===== config.mk =====
export PLATFORM = sky130hd
export DESIGN_NAME = vgcs_emit
export DESIGN_NICKNAME = d
export VERILOG_FILES = /design/src/rtl/core/vgcs_pkg.sv /design/src/rtl/core/vgcs_emit.sv
export SDC_FILE = /design/constraint.sdc
export NUM_CORES = 1
export LEC_CHECK = 0
export ABC_AREA = 1
export BUFFER_PORTS_ARGS = -buffer_cell sky130_fd_sc_hd__buf_2
export CORE_ASPECT_RATIO = 0.75
export CORE_MARGIN = 2
export CORE_UTILIZATION = 28
export DETAILED_ROUTE_END_ITERATION = 10
export GPL_ROUTABILITY_DRIVEN = 0
export GPL_TIMING_DRIVEN = 0
export PLACE_DENSITY = 0.59
export SLEW_MARGIN = 5
export SYNTH_ARGS = -nofsm -noshare
export SYNTH_HDL_FRONTEND = slang
export SYNTH_SLANG_ARGS = --single-unit
export TNS_END_PERCENT = 30

===== constraint.sdc =====
create_clock -name clk_i -period 7.3 [get_ports clk_i]
set_input_delay 0.73 -clock clk_i [delete_from_list [all_inputs] [get_ports clk_i]]
set_output_delay 0.73 -clock clk_i [all_outputs]
set_load 0.005 [all_outputs]

===== src/rtl/core/vgcs_pkg.sv =====
// ----------------------------------------------------------------------------
// vgcs_pkg
// Shared widths, codes, stage payload types and helpers for the velocity
// grid conservative stencil unit.
// ----------------------------------------------------------------------------
package vgcs_pkg;

  localparam int unsigned VEL_W      = 32;
  localparam int unsigned LIM_W      = 7;
  localparam int unsigned BETA_W     = 24;
  localparam int unsigned CFG_IDX_W  = 1;
  localparam int unsigned CFG_DATA_W = 24;
  localparam int unsigned WEIGHT_W   = 32;
  localparam int unsigned STATUS_W   = 2;
  localparam int unsigned NPTS       = 7;

  localparam int unsigned DEF_INDEX_BITS = 8;

  localparam int unsigned VN_W   = 57;  // scaled velocity, Q.32
  localparam int unsigned ORG_W  = 9;   // origin index, covers +-128
  localparam int unsigned D_W    = 39;  // offset, Q.32, clamped to +-32
  localparam int unsigned A_W    = 31;  // offset, Q.24
  localparam int unsigned SQ_W   = 60;
  localparam int unsigned SUM_W  = 33;
  localparam int unsigned Q_W    = 62;
  localparam int unsigned U_W    = 27;
  localparam int unsigned PROD_W = 59;
  localparam int unsigned FL_W   = 38;
  localparam int unsigned RW_W   = 40;

  localparam logic [LIM_W-1:0]  LIMIT_RESET = 7'd8;
  localparam logic [BETA_W-1:0] BETA_RESET  = 24'd65536;

  localparam logic signed [VN_W-1:0] OVER_CAP = {{(VN_W-38){1'b0}}, 1'b1, 37'b0};
  localparam logic signed [Q_W-1:0]  ONE_Q48  = {{(Q_W-49){1'b0}}, 1'b1, 48'b0};
  localparam logic [U_W-1:0]         U_OFS    = 27'd50331648;   // 3 * 2^24
  localparam logic [31:0]            RECIP3   = 32'hAAAA_AAAB;  // (2^33 + 1) / 3
  localparam logic [FL_W-1:0]        FL_OFS   = 38'd16777216;   // 2^24
  localparam logic [24:0]            HALF_Q25 = 25'h100_0000;

  localparam logic [1:0] STEP_P = 2'b01;
  localparam logic [1:0] STEP_N = 2'b11;
  localparam logic [1:0] STEP_Z = 2'b00;

  typedef enum logic [STATUS_W-1:0] {
    ST_OK     = 2'd0,
    ST_BOUND  = 2'd1,
    ST_CORNER = 2'd2
  } status_e;

  typedef enum logic [CFG_IDX_W-1:0] {
    CFG_LIMIT = 1'b0,
    CFG_BETA  = 1'b1
  } cfg_idx_e;

  typedef struct packed {
    logic [2:0][A_W-1:0]   a;
    logic [2:0][ORG_W-1:0] org;
    logic [2:0][1:0]       step;
    logic                  all_in;
    logic [1:0]            ext;
    status_e               status;
  } front_t;

  typedef struct packed {
    logic [NPTS-1:0][WEIGHT_W-1:0] w;
    logic [2:0][ORG_W-1:0]         org;
    logic [2:0][1:0]               step;
    logic [NPTS-1:0]               mask;
    status_e                       status;
  } emit_t;

  function automatic logic [WEIGHT_W-1:0] sat32(input logic signed [63:0] v);
    if (v > 64'sd2147483647) begin
      return 32'h7FFF_FFFF;
    end else if (v < -64'sd2147483648) begin
      return 32'h8000_0000;
    end
    return v[WEIGHT_W-1:0];
  endfunction

endpackage


===== src/rtl/core/vgcs_emit.sv =====
// ----------------------------------------------------------------------------
// vgcs_emit
// Holds one item's stencil and sends its surviving points one beat at a
// time through the output register.
// ----------------------------------------------------------------------------
module vgcs_emit #(
  parameter int unsigned INDEX_BITS = vgcs_pkg::DEF_INDEX_BITS
) (
  input  logic                                 clk_i,
  input  logic                                 rst_ni,
  input  logic                                 in_valid_i,
  output logic                                 in_ready_o,
  input  vgcs_pkg::emit_t                      in_i,
  output logic                                 out_valid_o,
  input  logic                                 out_stall_i,
  output logic [2:0][INDEX_BITS-1:0]           grid_o,
  output logic [vgcs_pkg::WEIGHT_W-1:0]        weight_o,
  output vgcs_pkg::status_e                    status_o,
  output logic                                 last_o
);

  localparam int unsigned NPTS  = vgcs_pkg::NPTS;
  localparam int unsigned ORG_W = vgcs_pkg::ORG_W;
  localparam int unsigned IDX_W = $clog2(NPTS);

  logic                    buf_vld_q;
  vgcs_pkg::emit_t         buf_q;
  logic [NPTS-1:0]         rem_q, rem_next;
  logic [IDX_W-1:0]        idx;
  logic                    out_free, fire, buf_done;
  logic [1:0]              dl [3];
  logic signed [ORG_W-1:0] coord [3];

  logic                           out_valid_q;
  logic [2:0][INDEX_BITS-1:0]     grid_d, grid_q;
  logic [vgcs_pkg::WEIGHT_W-1:0]  weight_d, weight_q;
  vgcs_pkg::status_e              status_q;
  logic                           last_q;

  always_comb begin
    idx = '0;
    for (int i = NPTS - 1; i >= 0; i--) begin
      if (rem_q[i]) idx = IDX_W'(i);
    end
  end

  assign rem_next   = rem_q & ~(NPTS'(1) << idx);
  assign out_free   = !out_valid_q || !out_stall_i;
  assign fire       = buf_vld_q && out_free;
  assign buf_done   = fire && (rem_next == '0);
  assign in_ready_o = !buf_vld_q || buf_done;

  always_comb begin
    for (int j = 0; j < 3; j++) begin
      if (idx == IDX_W'(j + 1)) begin
        dl[j] = buf_q.step[j];
      end else if (idx == IDX_W'(j + 4)) begin
        dl[j] = -buf_q.step[j];
      end else begin
        dl[j] = vgcs_pkg::STEP_Z;
      end
      coord[j]  = $signed(buf_q.org[j]) + ORG_W'($signed(dl[j]));
      grid_d[j] = INDEX_BITS'(coord[j]);
    end
    weight_d = buf_q.w[idx];
    if (buf_q.status != vgcs_pkg::ST_OK) begin
      grid_d   = '0;
      weight_d = '0;
    end
  end

  always_ff @(posedge clk_i or negedge rst_ni) begin
    if (!rst_ni) begin
      buf_vld_q   <= 1'b0;
      out_valid_q <= 1'b0;
    end else begin
      if (in_ready_o) begin
        buf_vld_q <= in_valid_i;
      end
      if (fire) begin
        out_valid_q <= 1'b1;
      end else if (!out_stall_i) begin
        out_valid_q <= 1'b0;
      end
    end
  end

  always_ff @(posedge clk_i) begin
    if (in_ready_o) begin
      buf_q <= in_i;
      rem_q <= in_i.mask;
    end else if (fire) begin
      rem_q <= rem_next;
    end
    if (fire) begin
      grid_q   <= grid_d;
      weight_q <= weight_d;
      status_q <= buf_q.status;
      last_q   <= (rem_next == '0);
    end
  end

  assign out_valid_o = out_valid_q;
  assign grid_o      = grid_q;
  assign weight_o    = weight_q;
  assign status_o    = status_q;
  assign last_o      = last_q;

endmodule


==> results of run 1 <==
[cells by family after synthesis]
kind of cell / synth area share, %
compound gates: 7.33
xor+xnor: 0.272
fa+ha+maj: 2.61
buf+inv: 2.73
flops: 75.6
simple gates: 11.5
[power groups by stage]
stage	sequential [mW]	clock (mW)	combinational (mW)
after CTS	2.40	1.76	1.16
after floorplan	2.45	0	0.658
after global placement	2.47	0	1.12
after detailed placement	2.44	0	1.16
final	2.40	1.70	1.14
after global routing	2.42	1.82	1.28
[flip-flops by register name, indices dropped and copies added (netlist names)]
name	cells
last_o	1
buf_q	256
grid_o	24
out_valid_o	1
buf_vld_q	1
status_o	2
rem_q	7
weight_o	32
[layout make-up]
| class | count | area share (%) |
|---|---|---|
| antenna | 6 | 0.0913 |
| buffer | 34 | 0.974 |
| clock buffer | 39 | 5.42 |
| clock inverter | 25 | 1.16 |
| inverter | 51 | 1.16 |
| multi-input combinational | 526 | 17.1 |
| sequential | 324 | 59.1 |
| tap | 586 | 4.46 |
| timing repair buffer | 332 | 10.6 |
[routing by layer]
layer / vias to the layer above / share of wire, % / GRT usage [%]
met5: - / 0.15 / 0
met4: 8 / 2.3 / 4.14
met3: 63 / 7.4 / 4.46
met2: 294 / 45 / 24.1
met1: 4170 / 45 / 20.8
li1: 4170 / - / -
[layout by cell type, fill, tap and decap left out, types with 4 or more instances in the layout]
cell and count:
o21ai_0 21, clkbuf_1 18, diode_2 6, nor3_1 5, buf_2 344, inv_1 48
nor2_1 35, nand3_1 40, nand2_1 218, clkinv_1 8, nor2_4 5, nand3b_1 6
ha_1 22, a221oi_1 7, nand4_1 13, a31oi_1 21, clkbuf_16 35, a22oi_1 21
nand2_2 4, edfxtp_1 322, clkinv_2 8, a21oi_1 80
[cell usage after synthesis]
library cell,number
a22oi_1,21
o21ai_0,21
nand3b_1,6
xor2_1,1
nor3_1,5
buf_2,17
fa_1,3
buf_6,1
nand3_4,1
a221oi_1,7
nor2_2,3
edfxtp_1,322
nor2_4,4
nand3_1,40
o21a_1,2
inv_2,3
a31oi_1,21
nor3b_1,2
xnor2_1,3
clkbuf_1,14
nand2_4,4
ha_1,22
buf_4,1
nor2_1,36
dfrtp_1,2
a21boi_4,1
a21oi_4,1
and2_1,1
nand2_2,4
o21ai_1,3
nand4_1,13
inv_1,48
a21oi_1,80
a21boi_0,2
a21boi_1,1
nand2_1,218
buf_1,1
[worst max-delay path, cell delays in order (launching register included)]
cell and delay, ns:
edfxtp_1 0.43, nor2_2 0.14, nand2_1 0.13, nand2_2 0.10, nand2_4 0.09, nor2_4 0.32
inv_2 0.09, nand2_1 0.10, nand2_1 0.09, nor2_2 0.16, nand3_4 0.16, nand2_8 0.37
buf_16 0.43, buf_2 0.22
[path summary, 6_finish.rpt]
kind | from | end | slack (ns)
hold reg to reg | buf_q[0]$_DFFE_PP_ | status_o[0]$_DFFE_PP_ | 0.46
setup / recovery | rem_q[4]$_DFFE_PP_ | in_ready_o | 3.11
max in group asynchronous | rst_ni | buf_vld_q$_DFFE_PN0P_ | 6.69
setup reg to reg | rem_q[4]$_DFFE_PP_ | grid_o[6]$_SDFFCE_PP0P_ | 4.02
min in group asynchronous | rst_ni | out_valid_o$_DFFE_PN0P_ | 0.52
hold / removal | in_i[59] | buf_q[59]$_DFFE_PP_ | 0.37
[through the flow]
step,setup slack [ns],cells,util (%)
after floorplan,3.38,935,-
after global placement,0.986,1848,33.8
after detailed placement,3.58,1852,34.1
after CTS,3.01,1917,36.5
after global routing,2.83,1919,36.5
final,3.11,1923,36.5
[timing repair]
| item | 4_1_cts | 5_1_grt |
|---|---|---|
| hold endpoints to repair | 2 | 0 |
| setup buffers | 0 | 0 |
| hold buffers | 1 | 0 |
==> impl_metrics.ini, run 1 <==
[status]
outcome = finished clean

[detailed_routing]
antenna_left = 0
vias = 8705
finalWirelength_um = 37300
drc = 0
first_pass_iters = 5
wl_per_cell_um = 19.4
drt_iter0_markers = 512
viasPerCell = 4.53

[global_route]
grt_pass1_vias = 8877
grt_remaining_overflow = 0
grt_usage_pct = 15.3
grt_pass1_wl_um = 54100
grt_antenna_before_repair = 9
grt_max_degree = 115

[sta]
whs_ns = 0.371
fin_tns_setup_ns = 0
slew_headroom_pct = 32.6
worst_slew_pin_slew_ns = 1.01
period_minus_slack_ns = 4.19
hold_viol_final = 0
fmax_ghz = 0.239
fin_crit_sh_pct = 57.4
slew_violations = 0
fin_skew_ns = 0.0153
setup_violations = 0
rsz0062_at_grt = false

[floorplan]
dieArea_um2 = 47700
die_h_um = 190
fp.dieW_um = 251
io_pins = 331
core_area_um2 = 45000
initial_core_util_pct = 28.6
rows = 67

[power_and_ir_drop]
p_leak_nw = 6.45
internal_power_mw = 3.65
sw_frac_of_total_pct = 30.3
pwr-share-clk_pct = 32.5
p_comb_share_pct = 21.7
power.total_mw = 5.24
p_seq_share_pct = 45.8
ir_worst_vdd_mv = 0.148
power_density_nw_per_um2 = 318
p_switching_mw = 1.59

[layout]
finalNetCount = 1599
multi_input_area_um2 = 2810
register_area_um2 = 9720
drive_gt1_share_pct = 31.9
final_area_um2 = 16400
area_delta_synth_final_pct = 27.9
fill_cells = 4354

[setup_path]
cp_max_fo = 114
crit_required_ns = 6.57
start_kind = register
cp-end-kind = output port
arrival_ns = 3.46
reg2reg_depth = 21
critical_path_class = register to output port

[yosys]
syn_avg_cell_area_um2 = 13.8
synthDominantCellAreaShare_pct = 75.2
synth_cell_types = 37
yosys-top-cells-area = edfxtp_1 (75%), nand2_1 (6.4%), a21oi_1 (3.1%), ha_1 (2.1%), nand3_1 (1.6%)
syn-instance-count = 935
seq_area_frac_synth_pct = 75.6
yosys.area.top_type = edfxtp_1
syn_nets = 1230
synth-warning-count = 0
synth-seq-cells = 324
netlist_area_um2 = 12900

[placed_design]
placed_cell_area_um2 = 15300
dp_hpwl_um = 26300
io_buffers = 327

[hold_path]
min_delay_path_depth = 1
hold_class = input port to register

[clocking]
cts_buffers = 35
cts_buffer_depth = 3
insertion_delay_ns = 0.53
cts.clk_slew.worst_paths_ns = 0.06
ctsResizeCount = 0
cts_root_buffer = clkbuf_16
cts_tree = built
cts_num_sinks = 324
htreeDepth = 2

[flow_run]
maxCapViolations = 0
No activity file was read; power rests on OpenSTA's default activity.
==> run 2: changes to the inputs <==
--- a/config.mk
+++ b/config.mk
@@ -5,7 +5,7 @@
 export SDC_FILE = /design/constraint.sdc
 export NUM_CORES = 1
 export LEC_CHECK = 0
-export ABC_AREA = 1
+export ABC_AREA = 0
 export BUFFER_PORTS_ARGS = -buffer_cell sky130_fd_sc_hd__buf_2
 export CORE_ASPECT_RATIO = 0.75
 export CORE_MARGIN = 2
==> constraint.sdc (replaced) <==
create_clock -name clk_i -period 4.3 [get_ports clk_i]
set_input_delay 0.43 -clock clk_i [delete_from_list [all_inputs] [get_ports clk_i]]
set_output_delay 0.43 -clock clk_i [all_outputs]
set_load 0.005 [all_outputs]
==> run 2 against run 1 <==
  * Clock skew increased by 0.0091 ns
  * Design area decreased by 0.51%
  * Die area decreased by 0.12%
  * Setup slack got worse by 2.8 ns
  * Highest routed layer unchanged
  * Sequential cell count unchanged
==> impl_metrics.ini, run 2 <==
[clocking]
cts_num_sinks = 324
cts_setup_buffers = 0
cts.clk_slew.worst_paths_ns = 0.06
cts_buffers = 35
cts_buffer_depth = 3
insertion_delay_ns = 0.53
cts_root_buffer = clkbuf_16
htreeDepth = 2
cts_tree = built

[layout]
drive_gt1_share_pct = 34.4
largest_reg_flops = 256
finalNetCount = 1481
layout_common_cells = buf_2 (350), edfxtp_1 (322), nand2_1 (106), nor2_1 (63), a21oi_1 (47)
final_cells = 1800
finish.utilization_pct = 36.4
top_register = buf_q
area_delta_synth_final_pct = 27.4
final_common_cell = buf_2

[power_and_ir_drop]
ir_worst_vdd_mv = 0.399
internal_power_mw = 8.14
pwr-share-clk_pct = 21.4
p_seq_share_pct = 41.2
sw_frac_of_total_pct = 37.3
p_switching_mw = 4.84
p_comb_share_pct = 37.4
power_density_nw_per_um2 = 793
p_leak_nw = 6.21

[yosys]
yosys.area.top_type = edfxtp_1
netlist_area_um2 = 12800
synth-seq-cells = 324
seq_area_frac_synth_pct = 75.7
synth_cell_types = 53
yosysMostFrequentCell = edfxtp_1
postSynth.asyncResetShare_pct = 0.617
synth_edf_count = 322
synth-warning-count = 0
synth_commonest_cells = edfxtp_1 (322), nand2_1 (106), nor2_1 (63)
yosys-top-cells-area = edfxtp_1 (75%), nand2_1 (3.1%), a222oi_1 (2.5%), a32oi_1 (2.2%), ha_1 (2.1%)
syn_avg_cell_area_um2 = 15.7
ys.flop_type = edfxtp_1
syn-instance-count = 818
syn_nets = 1113
synthDominantCellAreaShare_pct = 75.3

[placed_design]
place_inst = 1734
io_buffers = 327
dp_hpwl_um = 26500

[status]
outcome = finished clean

[setup_path]
crit_required_ns = 4.54
start_kind = register
arrival_ns = 4.21
critical_path_class = register to register
cp_max_fo = 10
cp-end-kind = register

[detailed_routing]
viasPerCell = 4.72
first_pass_iters = 6
antenna_left = 0
vias = 8494
drc = 0
finalWirelength_um = 37900
wl_per_cell_um = 21.1
drt_iter0_markers = 650

[global_route]
grt_pass1_vias = 8671
grt_max_degree = 102
grt_antenna_before_repair = 7
grt_usage_pct = 15.6
grt_pass1_wl_um = 54100
grt_remaining_overflow = 0

[floorplan]
core_area_um2 = 45000
die_h_um = 190
rows = 67
initial_core_util_pct = 28.5
dieArea_um2 = 47600
io_pins = 331
fp.dieW_um = 251

[sta]
fin_tns_setup_ns = 0
fin_crit_sh_pct = 92.2
rsz0062_at_grt = false
slew_headroom_pct = 45.9
fmax_ghz = 0.252
fin_skew_ns = 0.0244
worst_slew_pin_slew_ns = 0.811
slew_violations = 0
hold_viol_final = 0
setup_violations = 0
period_minus_slack_ns = 3.96

[hold_path]
hold_class = input port to register

[flow_run]
maxCapViolations = 0
run 2: changes by cell type after synthesis, moves of 27 or more:
cell	delta
a32oi_1	+32
a21oi_1	-33
inv_1	-42
nor2_1	+27
nand3_1	-36
nand2_1	-112
a211oi_1	+34
a222oi_1	+32
run 2: kinds of logic (layout without fill, tap and decap cells):
logic type | count (synthesis) | in the layout | share of synthesized area (%)
multiplexers | 2 | 2 | 0.166
other | 0 | 4 | 0
adder cells (fa/ha/maj) | 25 | 25 | 2.61
AO/OA/AOI/OAI | 187 | 187 | 11.1
AND/OR/NAND/NOR | 203 | 203 | 6.81
buffers and inverters | 55 | 447 | 2.02
flip-flops | 324 | 324 | 75.7
XOR/XNOR | 22 | 22 | 1.62
run 2: routing by layer:
layer,GRT usage [%],share of wire (%),vias to the layer above
met3,4.63,8.8,48
met4,4.30,1.8,4
met2,23.9,45,323
li1,-,-,3960
met1,21.4,44,4159
met5,0,0.071,-
run 2: power by group through the flow:
stage | logic (mW) | registers, mW | clock network, mW
final | 4.86 | 5.35 | 2.78
after global routing | 5.43 | 5.46 | 3.00
after CTS | 4.96 | 5.36 | 2.88
after detailed placement | 4.94 | 5.41 | 0
after global placement | 4.76 | 5.49 | 0
after floorplan | 2.94 | 5.39 | 0
run 2: final cells by class:
cell class	instances	area (um2)
fillers	4356	28700
flip-flops and latches	324	9720
multi-input cells	439	2870
repair buffers	331	1730
clock buffers	41	920
well taps	586	733
plain buffers	49	243
clock inverters	20	118
inverters	6	22.5
diodes	4	10.0
run 2: per-stage QoR:
| step | setup WS [ns] | cell area [um2] | hold slack, ns | total power [mW] |
|---|---|---|---|---|
| finish | 0.335 | 16400 | 0.0677 | 13.0 |
| global route | 0.00324 | 16400 | 0.0289 | 13.9 |
| CTS | 0.128 | 16400 | 0.0300 | 13.2 |
| detailed placement | 0.150 | 15300 | 0.219 | 10.4 |
| global placement | 0.152 | 15200 | 0.215 | 10.3 |
| floorplan | 0.986 | 12800 | 0.134 | 8.34 |
run 2: worst max-delay path, cell delays in order (launching register included):
cell	delay, ns
edfxtp_1	0.53
nor2_1	0.34
o21a_1	0.38
clkbuf_4	0.36
buf_2	0.38
nor3b_1	0.13
ha_1	0.25
fa_1	0.44
a21o_1	0.18
a21oi_1	0.22
o21bai_1	0.09
a21oi_1	0.17
xor2_1	0.16
nor2_1	0.05
run 2: worst paths after layout:
kind                                    startpoint                 endpoint  slack [ns]  depth (start not counted)
worst min register to register  buf_q[1]$_DFFE_PP_    status_o[1]$_DFFE_PP_        0.50                          0
min in group asynchronous                   rst_ni    buf_vld_q$_DFFE_PN0P_        0.23                          2
worst max register to register  rem_q[0]$_DFFE_PP_  grid_o[6]$_SDFFCE_PP0P_        0.34                         13
worst min-delay path                      in_i[42]      buf_q[42]$_DFFE_PP_        0.07                          1
max in group asynchronous                   rst_ni  out_valid_o$_DFFE_PN0P_        3.98                          2
worst max-delay path            rem_q[0]$_DFFE_PP_  grid_o[6]$_SDFFCE_PP0P_        0.34                         13
run 2: timing repair:
item	4_1_cts	5_1_grt
resized for setup	0	1
hold buffers	1	0
endpoints found under the hold margin	2	0
setup endpoints to repair	0	1
